$ cat src/rtl/core/assert_macros.svh
// Assertion helpers shared by the RTL.
`ifndef ASSERT_MACROS_SVH
`define ASSERT_MACROS_SVH

`ifndef SYNTHESIS
`define LSC_ASSERT(lbl, ck, rs, prop) \
  lbl: assert property (@(posedge ck) disable iff (rs) prop) \
    else $error("assertion failed");
`define LSC_ASSERT_NR(lbl, ck, prop) \
  lbl: assert property (@(posedge ck) prop) \
    else $error("assertion failed");
`else
`define LSC_ASSERT(lbl, ck, rs, prop)
`define LSC_ASSERT_NR(lbl, ck, prop)
`endif

`endif

$ cat src/rtl/core/lsc_pkg.sv
package lsc_pkg;

  localparam int COORD_BITS_DEF = 12;
  localparam int WIN_MIN_RESET  = 50;
  localparam int WIN_MAX_RESET  = 150;
  localparam int CFG_IDX_BITS   = 2;

  typedef enum logic [CFG_IDX_BITS-1:0] {
    REG_X_MIN = 2'd0,
    REG_X_MAX = 2'd1,
    REG_Y_MIN = 2'd2,
    REG_Y_MAX = 2'd3
  } cfg_idx_t;

endpackage

$ cat src/rtl/core/lsc_div.sv
module lsc_div
  import lsc_pkg::*;
#(
  parameter int W      = COORD_BITS_DEF,
  parameter int NUM_W  = 2 * COORD_BITS_DEF + 4
) (
  input  logic             clk,
  input  logic             en,
  input  logic [NUM_W-1:0] num,
  input  logic [W-1:0]     den,
  output logic [W-1:0]     quo
);

  logic [NUM_W-1:0] rem_q [W];
  logic [W-1:0]     den_q [W];
  logic [W-1:0]     quo_q [W];

  for (genvar i = 0; i < W; i++) begin : g_stage
    logic [NUM_W-1:0] rem_in;
    logic [W-1:0]     den_in;
    logic [W-1:0]     quo_in;
    logic [NUM_W-1:0] sub;
    logic             ge;

    if (i == 0) begin : g_first
      assign rem_in = num;
      assign den_in = den;
      assign quo_in = '0;
    end else begin : g_next
      assign rem_in = rem_q[i-1];
      assign den_in = den_q[i-1];
      assign quo_in = quo_q[i-1];
    end

    assign sub = NUM_W'(den_in) << (W - 1 - i);
    assign ge  = rem_in >= sub;

    always_ff @(posedge clk) begin
      if (en) begin
        rem_q[i] <= ge ? rem_in - sub : rem_in;
        den_q[i] <= den_in;
        quo_q[i] <= quo_in | (W'(ge) << (W - 1 - i));
      end
    end
  end

  assign quo = quo_q[W-1];

endmodule
$ cat config.mk
export PLATFORM = sky130hd
export DESIGN_NAME = lsc_div
export DESIGN_NICKNAME = d
export VERILOG_FILES = /design/src/rtl/core/assert_macros.svh /design/src/rtl/core/lsc_pkg.sv /design/src/rtl/core/lsc_div.sv
export SDC_FILE = /design/constraint.sdc
export NUM_CORES = 1
export LEC_CHECK = 0
export BUFFER_PORTS_ARGS = -buffer_cell sky130_fd_sc_hd__buf_2
export CAP_MARGIN = 20
export CORE_AREA = 8 8 225 227
export CTS_BUF_LIST = sky130_fd_sc_hd__clkbuf_16
export DETAILED_ROUTE_END_ITERATION = 10
export DIE_AREA = 0 0 233 235
export PLACE_DENSITY = 0.76
export SLEW_MARGIN = 20
export SYNTH_ARGS = -nofsm -noshare
export SYNTH_HDL_FRONTEND = slang
export SYNTH_SLANG_ARGS = --single-unit
$ cat constraint.sdc
create_clock -name clk -period 2.75 [get_ports clk]
set_input_delay 0.275 -clock clk [delete_from_list [all_inputs] [get_ports clk]]
set_output_delay 0.275 -clock clk [all_outputs]
set_load 0.05 [all_outputs]
# == Word-level counts from Yosys, hierarchy flattened ==
# Memories as Yosys holds them, arrays and structs flattened.
# Index checks and enable logic that the tools add are counted.
# word_totals
inputBits,42
output_inout_bits,12
ff_bits,0
elab_cells,52
ramBits,624
memories,3
# mem_list
name,depth,word_bits,read_ports,rd_ports_with_merged_regs,write_ports,line_no,text
rem_q,12,28,11,0,12,lsc_div.sv:14,logic [NUM_W-1:0] rem_q [W];
den_q,12,12,11,0,12,lsc_div.sv:15,logic [W-1:0] den_q [W];
quo_q,12,12,12,0,12,lsc_div.sv:16,logic [W-1:0] quo_q [W];
# classes
magnitude_cmp,12
muxes,14
n_addsub,12
n_bitwise,11
# op_table
operator,count
28-bit 2-to-1 mux,12
28-bit by 12-bit >= comparator with 1-bit output,1
28-bit by 13-bit >= comparator with 1-bit output,1
28-bit by 14-bit >= comparator with 1-bit output,1
28-bit by 15-bit >= comparator with 1-bit output,1
28-bit by 16-bit >= comparator with 1-bit output,1
28-bit by 17-bit >= comparator with 1-bit output,1
28-bit by 18-bit >= comparator with 1-bit output,1
28-bit by 19-bit >= comparator with 1-bit output,1
28-bit by 20-bit >= comparator with 1-bit output,1
28-bit by 21-bit >= comparator with 1-bit output,1
28-bit by 22-bit >= comparator with 1-bit output,1
28-bit by 23-bit >= comparator with 1-bit output,1
28-bit by 12-bit subtractor with 28-bit output,1
28-bit by 13-bit subtractor with 28-bit output,1
28-bit by 14-bit subtractor with 28-bit output,1
28-bit by 15-bit subtractor with 28-bit output,1
28-bit by 16-bit subtractor with 28-bit output,1
28-bit by 17-bit subtractor with 28-bit output,1
28-bit by 18-bit subtractor with 28-bit output,1
28-bit by 19-bit subtractor with 28-bit output,1
28-bit by 20-bit subtractor with 28-bit output,1
28-bit by 21-bit subtractor with 28-bit output,1
28-bit by 22-bit subtractor with 28-bit output,1
13 further kinds,14

# == Depth between registers and ports, before layout ==
# An unclocked memory read counts as a cell.
# depth
ltp_word,3
ltp_mapped,13
depth_no_buf,11

# == Worst setup path after synthesis ==
# Ideal clock, no wire load.
# synth_timing
path_kind,register to register
start,memory rem_q[0][10] in the netlist's numbering
end,"memory rem_q[1][17] in the netlist's numbering, data pin"
path_stages_with_launch,13
n_path_buf,2
setup_ps,260
required_ps,2490
arrival_ps,2653
synth_period_minus_slack_ps,2912
setup_slack_ps,-162
path_cell_list,edfxtp_1 -> inv_1 -> ha_1 -> inv_1 -> fa_1 -> a211oi_1 -> o21ai_1 -> a21oi_1 -> o22ai_1 -> or3_1 -> clkbuf_1 -> clkbuf_1 -> mux2_2
# synth_rtl
element,line_no
from (decl),lsc_div.sv:14

==> results.md <==
* Status: finished with violations
* Failing checks: setup timing
* RSZ-0062 raised after global routing: true
* Fin area at 0.0327 mm^2
* Synth Area in Adders at 0.0761
* Starting density of the core at 0.563
* Worst r2r src: rem_q[0][10]
* DRC at 0
* Rows at 80
* Crit path max fanout at 8
* Synth cell types at 87
* Worst Path Required at 3.08 ns
* Hold Path Class: input pin to register
* Number of global-route vias before repair at 19,100
* H-tree level count at 2
* Clk_lat worst skew at 0.62 ns
* EDFF count, synth at 518
* Vias per cell at 5.86
* DR WL/cell at 18.9 um
* Simple-gate share of the synthesized area at 0.123
* Syn avg cell area at 12.2 um^2
* Mapped Nets at 2,377
* Syn Std Cell Area at 0.0266 mm^2
* Hold path startpoint: num[16]
* Die Footprint at 0.0548 mm^2
* Port Buffers at 53
* DR top layer: met4
* Logic pwr share at 0.333
* Crit share post-route at 1.05
* Pre-CTS setup slack at -0.200 ns
* Fin worst setup slack at -0.132 ns
* Cells after Synth at 2,180
* Leading area contributor after synthesis: edfxtp_1
* Final setup viols at 44
* Hold Path Stages at 3
* Clock Path Buffers at 3
* Compound-gate portion of the synthesized area at 0.101
* Crit end category: register
* Total power at 28.1 mW
* Fmax at 347 MHz
* Cells on worst reg2reg path at 11
* Die height at 235 um
* Hold Worst Slack at 0.0142 ns
* Sequential power share at 0.412
* Mux contribution to synthesized area at 0.0181
* Buf+Inv Stages, Crit Path at 3
* CTS Root Cell: clkbuf_16
* Post-DP HPWL at 40.5 mm
* Met1 WL at 20.6 mm
* Via count at 18,600
* Slack of the worst reg-to-reg path at -0.13 ns
* Core area at 0.0471 mm^2
* Layout cells sized above 1 at 0.242
* Post-route minimum period at 2.88 ns
* Final nets at 2,717
* Peak supply drop at 0.663 mV
* Post-route ant nets at 0
* Remaining Overflow, GRT at 0
* Asr flop ratio synth at 0
* Clk sinks at 518
* DP Area at 0.0290 mm^2
* P_int at 19.1 mW
* Clock power share at 0.255
* CTS Buf Count at 53
* Xor/xnor share of the synthesized area at 0.0636
* LEAKAGE at 12.5 nW
* Max_cap viols at 0
* First-pass GRT wire length at 92.0 mm
* Crit-path cells: inv_2 > ha_4 > inv_4 > fa_2 > a211oi_2 > o21ai_2 > a21oi_2 > o22ai_2 > or3_4 > buf_8 > mux2_2
* P per Cell Area at 859 mW/mm^2
* Clock slew seen by the registers of the worst setup and hold paths at 0.06 ns
* Synth Flop Type: edfxtp_1
* Initial antenna violation count at 1
* Type of origin of the critical path: register
* Routed wire length at 60.0 mm
* DR iter-0 viols at 1,189
* Top post-synthesis cells by area: edfxtp_1, ha_1, xnor2_1
* Slowest cell delay on critical path at 0.40 ns
* Final Hold Viols at 0
* I/O pin count at 54
* Gpl congestion at 0.974
* Setup CP Type: register to register
* WL met3 at 1.99 mm
* Synthesis Warnings at 0
* Fin. max-slew vios at 0
* 1st-pass router iterations at 6
* Seq/Total Area, Yosys at 0.586
* Yosys top cell area share at 0.586
* Slew at the pin closest to its max-slew limit at 0.739 ns
* CP Data Arrival Time at 3.21 ns
* CTS tree: done
* Post-synthesis register bit count at 518
* Crit-path slowest cell: edfxtp_1
* Hold path endpoint: rem_q[0][16]
* Sw Share at 0.322
* Switch Pwr at 9.04 mW
* Die width at 233 um
* Relative slew slack at 0.507
* Area Overhead vs Synth at 23.2%
* Final Skew at 0.0414 ns
* R2r endpoint: rem_q[1][17]
* Routed met2 length at 33.4 mm
* Top delay family on crit path: compound AO/OA/AOI/OAI gates
* Largest net degree at the start of global routing at 76
* Largest family of logic cells by synthesized area: simple AND/OR/NAND/NOR gates
* GRT Overall Usage at 0.206
-- cell usage in the layout, fill, tap and decap left out, types with 13 or more instances in the layout --
master	n
xnor2_1	105
o21a_1	21
mux2_2	36
buf_4	206
xor2_1	83
buf_6	14
nor4_1	24
nand3_1	33
nand4_1	34
nor3_1	48
a211oi_1	13
dlygate4sd3_1	33
a21o_1	25
o21ai_0	75
a21oi_1	135
edfxtp_1	518
nor2b_1	21
nor2_1	165
nand2_1	86
ha_1	129
nand2b_1	26
buf_2	53
clkbuf_16	55
inv_1	183
-- worst min-delay path, stage by stage --
cell and delay (ns):
buf_2 0.09, nand2_1 0.04, o21ai_0 0.09
-- synthesized netlist by cell type (36+ instances only) --
master and count:
nand2_1 92, xor2_1 84, a21oi_1 147, o21ai_0 85
inv_1 186, mux2_2 36, nor4_1 38, edfxtp_1 518
nor3_1 57, nor2_1 185, nand3_1 38, xnor2_1 109
ha_1 144
-- final cells by class --
class / count / area [um^2]
tap: 615 / 769
inverter: 187 / 704
clock buffer: 53 / 1330
fill: 2999 / 14400
antenna: 1 / 2.50
clock inverter: 47 / 428
timing repair buffer: 323 / 2640
sequential: 518 / 15600
multi-input combinational: 1437 / 11300
-- layer usage --
metal | vias up | GRT usage
met2 | 570 | 0.408
met4 | 0 | 0.119
li1 | 8824 | -
met5 | - | 0
met1 | 8993 | 0.194
met3 | 250 | 0.0298
-- cells by family (layout without fill, tap and decap cells) --
family	after synthesis	count (layout)
other	0	1
AND/OR/NAND/NOR	620	621
adder cells (fa/ha/maj)	155	155
buffers and inverters	226	610
AO/OA/AOI/OAI	425	425
flip-flops	518	518
multiplexers	43	43
XOR/XNOR	193	193
-- state kept, by name (all words and copies together), names as in the netlist --
register	count
rem_q	308
den_q	132
quo_q	78
-- through the flow --
| step | TNS, ns | std cells | utilization |
|---|---|---|---|
| 2_1_floorplan | 0 | 2180 | - |
| 3_3_place_gp | -1.78 | 2996 | 0.615 |
| 3_5_place_dp | -6.68 | 2996 | 0.615 |
| 4_1_cts | -0.637 | 3146 | 0.668 |
| 5_1_grt | -9.35 | 3181 | 0.694 |
| 6_report | -1.88 | 3181 | 0.694 |
-- how the worst max path moves through the flow --
| stage | start | endpoint | cells after the start |
|---|---|---|---|
| finish | rem_q[0][10] | rem_q[1][17] | 11 |
| global route | rem_q[8][2] | rem_q[9][13] | 11 |
| CTS | rem_q[8][2] | rem_q[9][13] | 11 |
| detailed placement | rem_q[1][9] | rem_q[2][27] | 12 |
| global placement | rem_q[4][6] | rem_q[5][26] | 11 |
| floorplan | rem_q[0][10] | rem_q[1][17] | 12 |
-- power groups by stage --
stage               combinational [mW]  clock (mW)  sequential, mW
floorplan                         5.66           0            11.4
global placement                  7.81           0            11.6
detailed placement                8.18           0            11.6
CTS                               8.50        7.24            11.5
global route                      10.2        7.53            11.7
finish                            9.37        7.16            11.6
-- timing repair --
action | 4_1_cts | 5_1_grt
buffers inserted | 16 | 31
gates cloned | 1 | 3
endpoints found under the hold margin | 33 | 0
endpoints found under the setup margin | 120 | 189
gates resized for setup | 58 | 195
hold buffers | 33 | 0
pin swaps | 22 | 67
Power figures use the tool's default switching activity.
